## src/hdl/f8cv_pkg.sv

```systemverilog
// Shared kinds, constants and pipeline types for the fp8/float32 converter.
package f8cv_pkg;

    typedef enum logic [2:0] {
        KIND_TO_E4M3     = 3'd0,
        KIND_TO_E4M3_SAT = 3'd1,
        KIND_TO_E5M2     = 3'd2,
        KIND_TO_E5M2_SAT = 3'd3,
        KIND_FROM_E4M3   = 3'd4,
        KIND_FROM_E5M2   = 3'd5
    } kind_t;

    localparam logic [31:0] F32_INF      = 32'h7f80_0000;
    localparam logic [31:0] F32_QNAN     = 32'hffc0_0000;
    localparam logic [31:0] E4M3_OVF_ABS = 32'h43e8_0000;
    localparam logic [31:0] E4M3_SAT_ABS = 32'h43e0_0000;
    localparam logic [31:0] E5M2_OVF_ABS = 32'h4770_0000;
    localparam logic [31:0] E5M2_SAT_ABS = 32'h4760_0000;
    localparam logic [7:0]  E4M3_NAN     = 8'hff;
    localparam logic [7:0]  E4M3_MAXF    = 8'h7e;
    localparam logic [7:0]  E5M2_QNAN_BYTE = 8'hfe;
    localparam logic [7:0]  E5M2_MAXF    = 8'h7b;
    localparam logic [7:0]  E5M2_INFV    = 8'h7c;

    // Special outcome of the encoder, settled in the first stage
    typedef enum logic [1:0] {
        ENC_NORMAL = 2'd0,
        ENC_FIXED  = 2'd1,
        ENC_ZERO   = 2'd2
    } enc_sel_t;

    // Encoder state after stage 1: shifted significand ready to round
    typedef struct packed {
        logic       valid;
        logic       is_enc;
        logic       is_e5;
        logic       sign;
        enc_sel_t   sel;
        logic [7:0] fixed;
        logic [4:0] ef;
        logic [3:0] off;
        logic [23:0] sig;
        logic [22:0] low;
        logic [31:0] dec;
    } stage1_t;

    // Encoder state after stage 2: kept bits and round decision
    typedef struct packed {
        logic       valid;
        logic       is_enc;
        logic       is_e5;
        logic       sign;
        enc_sel_t   sel;
        logic [7:0] fixed;
        logic [4:0] ef;
        logic [4:0] keep;
        logic       inc_lsb;
        logic [31:0] dec;
    } stage2_t;

endpackage

```

## src/hdl/fp8_float32_converter.sv

```systemverilog
// Top level of the fp8 E4M3FN/E5M2 to and from float32 converter.
// Pipeline: 3 register stages; the result waits in the last stage until taken.
// Throughput: one request per cycle while the output is free or being taken;
// the three register stages (classify and align, round decision, exponent
// add) all advance together on a free output and hold together on a stall.
// Reset: rst_n asynchronously clears all pipeline registers and valid bits.
module fp8_float32_converter (
    input  logic        clk,
    input  logic        rst_n,
    input  logic        in_valid,
    output logic        in_ready,
    input  logic [2:0]  kind,
    input  logic [31:0] float_in,
    input  logic [7:0]  fp8_in,
    output logic        out_valid,
    input  logic        out_ready,
    output logic [7:0]  fp8_out,
    output logic [31:0] float_out
);
    import f8cv_pkg::*;

    logic advance;

    // Move the whole pipe when the output slot is empty or being taken
    assign advance  = !out_valid || out_ready;
    assign in_ready = advance;

    f8cv_pipe u_pipe (
        .clk       (clk),
        .rst_n     (rst_n),
        .advance   (advance),
        .in_valid  (in_valid),
        .kind      (kind),
        .float_in  (float_in),
        .fp8_in    (fp8_in),
        .res_valid (out_valid),
        .res_fp8   (fp8_out),
        .res_float (float_out)
    );

    // A blocked result stays offered
    a_out_hold: assert property (@(posedge clk) disable iff (!rst_n)
        out_valid && !out_ready |=> out_valid && $stable(fp8_out) && $stable(float_out))
        else $error("result dropped while stalled");
    // Ready only drops while the result waits
    a_ready: assert property (@(posedge clk) disable iff (!rst_n)
        !in_ready |-> out_valid && !out_ready)
        else $error("input stalled with free output");
    // Offered results are fully known
    a_known: assert property (@(posedge clk) disable iff (!rst_n)
        out_valid |-> !$isunknown({fp8_out, float_out}))
        else $error("result has unknown bits");
endmodule

```

## src/hdl/f8cv_pipe.sv

```systemverilog
// Three-stage datapath of the converter with stall-aware valid bits.
module f8cv_pipe (
    input  logic        clk,
    input  logic        rst_n,
    input  logic        advance,
    input  logic        in_valid,
    input  logic [2:0]  kind,
    input  logic [31:0] float_in,
    input  logic [7:0]  fp8_in,
    output logic        res_valid,
    output logic [7:0]  res_fp8,
    output logic [31:0] res_float
);
    import f8cv_pkg::*;

    stage1_t s1_reg, s1_next;
    stage2_t s2_reg, s2_next;
    logic        s3_valid_reg;
    logic [7:0]  s3_fp8_reg, s3_fp8_next;
    logic [31:0] s3_float_reg;

    // Stage 1: classify, decode fully, align encoder significand
    always_comb
    begin
        logic [31:0] a;
        logic        nan, e5, sat;
        logic signed [9:0] e;
        logic [3:0]  mb;
        logic [7:0]  s8;
        logic [4:0]  de;
        logic [2:0]  dm;
        logic [31:0] dv;
        logic [23:0] full;
        logic [3:0]  off;
        a    = {1'b0, float_in[30:0]};
        nan  = a > F32_INF;
        e5   = (kind == KIND_TO_E5M2) || (kind == KIND_TO_E5M2_SAT);
        sat  = (kind == KIND_TO_E4M3_SAT) || (kind == KIND_TO_E5M2_SAT);
        mb   = e5 ? 4'd2 : 4'd3;
        e    = $signed({2'b00, float_in[30:23]}) - 10'sd127 + (e5 ? 10'sd15 : 10'sd7);
        s8   = {float_in[31], 7'd0};
        s1_next = '0;
        s1_next.valid  = in_valid;
        s1_next.is_enc = (kind == KIND_TO_E4M3) || (kind == KIND_TO_E4M3_SAT) || e5;
        s1_next.is_e5  = e5;
        s1_next.sign   = float_in[31];
        s1_next.sel    = ENC_NORMAL;
        if (nan)
        begin
            s1_next.sel = ENC_FIXED;
            s1_next.fixed = e5 ? E5M2_QNAN_BYTE : E4M3_NAN;
        end
        else if (sat && a > (e5 ? E5M2_SAT_ABS : E4M3_SAT_ABS))
        begin
            s1_next.sel = ENC_FIXED;
            s1_next.fixed = s8 | (e5 ? E5M2_MAXF : E4M3_MAXF);
        end
        else if (!e5 && a > E4M3_OVF_ABS)
        begin
            s1_next.sel = ENC_FIXED;
            s1_next.fixed = E4M3_NAN;
        end
        else if (e5 && a >= E5M2_OVF_ABS)
        begin
            s1_next.sel = ENC_FIXED;
            s1_next.fixed = s8 | E5M2_INFV;
        end
        else if (e < -$signed({6'd0, mb}))
            s1_next.sel = ENC_ZERO;
        // Subnormal results shift the hidden bit in; off is at most 4 unless flushed to zero
        full = {1'b0, float_in[22:0]};
        off  = 4'd0;
        if (e <= 10'sd0)
        begin
            off  = 4'(10'sd1 - e);
            full = {1'b1, float_in[22:0]} >> off;
            s1_next.ef = 5'd0;
        end
        else
            s1_next.ef = e[4:0];
        s1_next.off = off;
        s1_next.sig = full;
        s1_next.low = float_in[22:0];
        // Decoder: exact and narrow, done here in full
        dv = '0;
        de = '0;
        dm = '0;
        if (kind == KIND_FROM_E4M3)
        begin
            de = {1'b0, fp8_in[6:3]};
            dm = fp8_in[2:0];
            if (fp8_in[6:0] == 7'h7f)
                dv = F32_QNAN;
            else if (de != 0)
                dv = {fp8_in[7], 8'(de + 8'd120), dm, 20'd0};
            else if (dm[2])
                dv = {fp8_in[7], 8'd120, dm[1:0], 21'd0};
            else if (dm[1])
                dv = {fp8_in[7], 8'd119, dm[0], 22'd0};
            else if (dm[0])
                dv = {fp8_in[7], 8'd118, 23'd0};
            else
                dv = {fp8_in[7], 31'd0};
        end
        else if (kind == KIND_FROM_E5M2)
        begin
            de = fp8_in[6:2];
            dm = {1'b0, fp8_in[1:0]};
            if (de == 5'h1f)
                dv = (dm != 0) ? F32_QNAN : {fp8_in[7], 31'h7f80_0000};
            else if (de != 0)
                dv = {fp8_in[7], 8'(de + 8'd112), dm[1:0], 21'd0};
            else if (dm[1])
                dv = {fp8_in[7], 8'd112, dm[0], 22'd0};
            else if (dm[0])
                dv = {fp8_in[7], 8'd111, 23'd0};
            else
                dv = {fp8_in[7], 31'd0};
        end
        s1_next.dec = dv;
    end

    // Stage 2: pick kept bits, guard and sticky, decide rounding
    always_comb
    begin
        logic [4:0]  keep;
        logic        guard, rest, sticky;
        logic [22:0] mask;
        mask   = (23'd1 << s1_reg.off) - 23'd1;
        sticky = |(s1_reg.low & mask);
        if (s1_reg.is_e5)
        begin
            keep  = {2'b00, s1_reg.sig[23:21]};
            guard = s1_reg.sig[20];
            rest  = |s1_reg.sig[19:0];
        end
        else
        begin
            keep  = {1'b0, s1_reg.sig[23:20]};
            guard = s1_reg.sig[19];
            rest  = |s1_reg.sig[18:0];
        end
        s2_next.valid    = s1_reg.valid;
        s2_next.is_enc   = s1_reg.is_enc;
        s2_next.is_e5    = s1_reg.is_e5;
        s2_next.sign     = s1_reg.sign;
        s2_next.sel      = s1_reg.sel;
        s2_next.fixed    = s1_reg.fixed;
        s2_next.ef       = s1_reg.ef;
        s2_next.keep     = keep;
        s2_next.inc_lsb  = guard && (rest || sticky || keep[0]);
        s2_next.dec      = s1_reg.dec;
    end

    // Stage 3: add exponent and rounded mantissa, let carry ripple up, or take the fixed or zero byte
    always_comb
    begin
        logic [7:0] mag;
        if (s2_reg.is_e5)
            mag = 8'({s2_reg.ef, 2'b00}) + 8'(s2_reg.keep) + 8'(s2_reg.inc_lsb);
        else
            mag = 8'({s2_reg.ef, 3'b000}) + 8'(s2_reg.keep) + 8'(s2_reg.inc_lsb);
        case (s2_reg.sel)
            ENC_FIXED: s3_fp8_next = s2_reg.fixed;
            ENC_ZERO:  s3_fp8_next = {s2_reg.sign, 7'd0};
            default:   s3_fp8_next = {s2_reg.sign, mag[6:0]};
        endcase
        if (!s2_reg.is_enc)
            s3_fp8_next = '0;
    end

    // Advance every stage on a free slot, hold on stall
    always_ff @(posedge clk or negedge rst_n)
    begin
        if (!rst_n)
        begin
            s1_reg       <= '0;
            s2_reg       <= '0;
            s3_valid_reg <= 1'b0;
            s3_fp8_reg   <= '0;
            s3_float_reg <= '0;
        end
        else if (advance)
        begin
            s1_reg       <= s1_next;
            s2_reg       <= s2_next;
            s3_valid_reg <= s2_reg.valid;
            s3_fp8_reg   <= s3_fp8_next;
            s3_float_reg <= s2_reg.dec;
        end
    end

    assign res_valid = s3_valid_reg;
    assign res_fp8   = s3_fp8_reg;
    assign res_float = s3_float_reg;

    // Stall keeps the last stage intact
    a_hold: assert property (@(posedge clk) disable iff (!rst_n)
        !advance |=> $stable(s3_valid_reg) && $stable(s3_fp8_reg))
        else $error("output stage changed during stall");
    // Valid moves one stage per advance
    a_move: assert property (@(posedge clk) disable iff (!rst_n)
        advance |=> s3_valid_reg == $past(s2_reg.valid))
        else $error("valid bit lost between stages");
    // Decode results never carry an fp8 value
    a_excl: assert property (@(posedge clk) disable iff (!rst_n)
        s3_valid_reg && s3_float_reg != 32'd0 |-> s3_fp8_reg == 8'd0)
        else $error("both result fields nonzero");
endmodule

```

## config.mk

```make
export PLATFORM = sky130hd
export DESIGN_NAME = fp8_float32_converter
export DESIGN_NICKNAME = d
export VERILOG_FILES = /design/src/hdl/f8cv_pkg.sv /design/src/hdl/fp8_float32_converter.sv /design/src/hdl/f8cv_pipe.sv
export SDC_FILE = /design/constraint.sdc
export NUM_CORES = 1
export LEC_CHECK = 0
export BUFFER_PORTS_ARGS = -buffer_cell sky130_fd_sc_hd__buf_2
export CELL_PAD_IN_SITES_DETAIL_PLACEMENT = 1
export CELL_PAD_IN_SITES_GLOBAL_PLACEMENT = 1
export CORE_UTILIZATION = 45
export CTS_CLUSTER_SIZE = 40
export DETAILED_ROUTE_END_ITERATION = 8
export GPL_TIMING_DRIVEN = 0
export PLACE_DENSITY = 0.78
export REMOVE_ABC_BUFFERS = 1
export SYNTH_ARGS = -nofsm -noshare
export SYNTH_HDL_FRONTEND = slang
export SYNTH_SLANG_ARGS = --single-unit
```

## constraint.sdc

```tcl
create_clock -name clk -period 3.7 [get_ports clk]
set_input_delay 0.74 -clock clk [delete_from_list [all_inputs] [get_ports clk]]
set_output_delay 0.74 -clock clk [all_outputs]
set_load 0.02 [all_outputs]
```

==> summary.txt <==
Logic synthesis
  – Yosys warnings: 0
  – Most frequent cell after synthesis: sky130_fd_sc_hd__nand2_1
  – Number of register bits inferred by synthesis: 122
  – Post-synth ARST share: 100%
  – Portion of the post-synthesis area used by sequential elements: 39.4%
  – Most used DFF post-synth: sky130_fd_sc_hd__dfrtp_1
  – Library cells used by synthesis: 71
  – Post-Synthesis Cells: 877
  – Most frequent cells after synthesis: 241 x sky130_fd_sc_hd__nand2_1, 122 x sky130_fd_sc_hd__dfrtp_1, 53 x sky130_fd_sc_hd__o21ai_0
  – Synth area leader: sky130_fd_sc_hd__dfrtp_1
  – Mean cell area of the mapped netlist: 8.83 µm²
  – Combined area of all synthesized cells: 7740 µm²
  – Count of flip-flops with a built-in enable after synthesis: 0
  – Share of Yosys cell area claimed by the top area cell type: 39.4%
  – Top cells by area, synth: sky130_fd_sc_hd__dfrtp_1 39%, sky130_fd_sc_hd__nand2_1 12%, sky130_fd_sc_hd__mux2i_1 6.6%

Min path
  – Min-Delay Path Class: in2async

Floorplan
  – Number of primary I/O pins: 89
  – Standard-cell rows: 47
  – Die area: 17700 µm²
  – Die height: 133 µm
  – Core area: 16700 µm²
  – Initial Util: 46.3%
  – DIE WIDTH: 133 µm

Clock network
  – Buffer depth of the longest clock path: 2
  – Level count of the clock H-tree: 4
  – Clock insertion delay at the later pin of the skew report: 420 ps
  – Cell at the root of the clock tree: sky130_fd_sc_hd__clkbuf_16
  – Clock tree from TritonCTS: yes
  – Number of post-CTS setup repair buffers: 0
  – TritonCTS Buffers: 17
  – Clock transition at path regs: 60 ps
  – TritonCTS Sinks: 122

STA
  – Worst-case hold slack: 227 ps
  – Time the final worst path needs with I/O delays and setup: 3460 ps
  – Achievable Freq: 289 MHz
  – Remaining max-slew budget at the tightest pin: 15.7%
  – Part of the cycle the worst path needs: 93.6%
  – Hold Fails Final Rpt: 0
  – Max-slew violations: 0
  – Number of endpoints failing setup at the final stage: 0
  – Setup TNS: 0 ps
  – Clock Skews: 7.30 ps
  – Setup repair after global routing missed its margin: false
  – Worst-Margin Slew: 1260 ps

Power
  – Net switching power: 1.95 mW
  – Cell Pwr Density: 608 nW/µm²
  – Share of total power in sequential cells: 37.2%
  – Fraction of power spent switching nets: 36.6%
  – Combinational group share of total power: 32.4%
  – Pint: 3.38 mW
  – Share of total power in the clock network: 30.3%
  – Overall power: 5.33 mW
  – Leakage component of the power: 4.13 nW
  – Maximum ir drop on the vdd rail: 0.367 mV

Route
  – Average wire length per cell after detail routing: 18.3 µm
  – Number of nets with antenna violations after detailed routing: 0
  – Pre-Repair DR Iteration Count: 5
  – Number of violations reported at the end of detailed-routing iteration 0: 317
  – Routed Wire Length: 20800 µm
  – DRC Markers: 0
  – Vias after detailed routing: 6525
  – Vias per cell: 5.72

Final layout
  – Final net count: 975
  – Core occupancy in the finished layout: 52.5%
  – Max FFs per register: 71
  – Area growth from synthesis to layout: 13.3%
  – # diodes: 0
  – Fraction of layout cells with a size suffix above 1: 16.0%
  – Fill cell instance count of the final layout: 1966

Worst setup path
  – Arrival time of data at the critical path endpoint: 3800 ps
  – Required time of the critical path: 4040 ps
  – Reg-to-reg slack, setup: 860 ps
  – Reg2reg path depth: 10
  – Classification of the worst setup path: in2reg
  – Kind of end point of the critical path: flop
  – Highest fanout seen on the critical path: 22
  – CP Launch Type: input pin

Placed design
  – Final RePlAce weighted congestion: 0.855
  – Port Buffers: 68
  – Sum of net half-perimeters after detailed placement: 14000 µm

Run status
  – Result of the run: finished, final reports clean

Flow run
  – Max-cap violation count: 0

Global routing
  – Global-route wire length before repair: 34900 µm
  – Overflow left after global routing: 0
  – Via count of the first global-routing pass: 6816
  – Overall routing resource usage: 24.9%
  – Largest net degree at the start of global routing: 79
  – Initial antenna violation count: 0
-- area by class of cell --
cell class / instances / area [µm²] / area share (%)
Clock buffer: 20 / 447 / 5.09
Clock inverter: 12 / 124 / 1.41
Inverter: 23 / 88.8 / 1.01
Multi-Input combinational cell: 670 / 4290 / 49.0
Sequential cell: 122 / 3050 / 34.8
Tap cell: 220 / 275 / 3.14
Timing Repair Buffer: 74 / 488 / 5.57
-- final timing paths --
kind / from / endpoint
hold reg to reg: u_pipe.s1_reg[45] / u_pipe.s1_reg[45]
setup / recovery: float_in[24] / u_pipe.s1_reg[77]
hold / removal: rst_n / u_pipe.res_float[24]
setup reg to reg: u_pipe.s1_reg[80] / u_pipe.s2_reg[32]
max in group asynchronous: rst_n / u_pipe.s1_reg[34]
min in group clk: u_pipe.s1_reg[45] / u_pipe.s1_reg[45]
-- power groups by stage --
stage	logic (mW)	registers [mW]	clock network, mW
2_1_floorplan	1.10	2.02	0
3_3_place_gp	1.65	1.98	0
3_5_place_dp	1.72	2.00	0
4_1_cts	1.74	1.99	1.65
5_1_grt	1.92	2.03	1.70
6_report	1.73	1.98	1.61
-- critical path, stage by stage --
cell                       delay [ps]
sky130_fd_sc_hd__buf_2            210
sky130_fd_sc_hd__ha_1             260
sky130_fd_sc_hd__nand2_1          110
sky130_fd_sc_hd__xnor2_1          160
sky130_fd_sc_hd__ha_1             370
sky130_fd_sc_hd__nor2_2           190
sky130_fd_sc_hd__a31oi_4           70
sky130_fd_sc_hd__or3_1            330
sky130_fd_sc_hd__o211ai_1         180
sky130_fd_sc_hd__a41oi_4          260
sky130_fd_sc_hd__buf_12           240
sky130_fd_sc_hd__or4_1            510
sky130_fd_sc_hd__a21oi_1          160
-- kinds of logic (layout without fill, tap and decap cells) --
logic type / Yosys count / count (layout) / share of synthesized area [%]
compound gates: 166 / 166 / 13.7
simple gates: 369 / 369 / 21.1
mux: 73 / 73 / 12.7
flops: 122 / 122 / 39.4
buf+inv: 104 / 129 / 6.63
fa+ha+maj: 20 / 20 / 3.23
xor+xnor: 22 / 22 / 3.15
other cells: 1 / 20 / 0.0485
-- repair_timing --
item	in CTS	in global routing
hold buffers	0	0
gates resized for setup	5	3
hold endpoints to repair	0	0
endpoints found under the setup margin	33	13
-- layout by cell type (no fill, tap or decap), drive strengths merged, types with 24 or more instances in the layout --
master	count
nor2	38
nand2	241
inv	24
a21oi	34
mux2i	51
o21ai	62
dfrtp	122
buf	74
-- stage by stage --
step | worst slack [ps] | instances | cell area [µm²]
after floorplan | -5770 | 815 | 7380
after global placement | -11590 | 1103 | 8000
after detailed placement | -1420 | 1109 | 8160
after CTS | 16.6 | 1141 | 8750
after global routing | 83.7 | 1141 | 8770
final | 238 | 1141 | 8770
-- metal layers --
layer | vias to the layer above | global-route usage, % | routed length [µm]
met2 | 144 | 41.0 | 10300
li1 | 3111 | - | -
met3 | 29 | 4.49 | 690
met1 | 3241 | 32.7 | 9430
met4 | 0 | 9.79 | 415
met5 | - | 0 | 0
No activity file was read; power rests on OpenSTA's default activity.
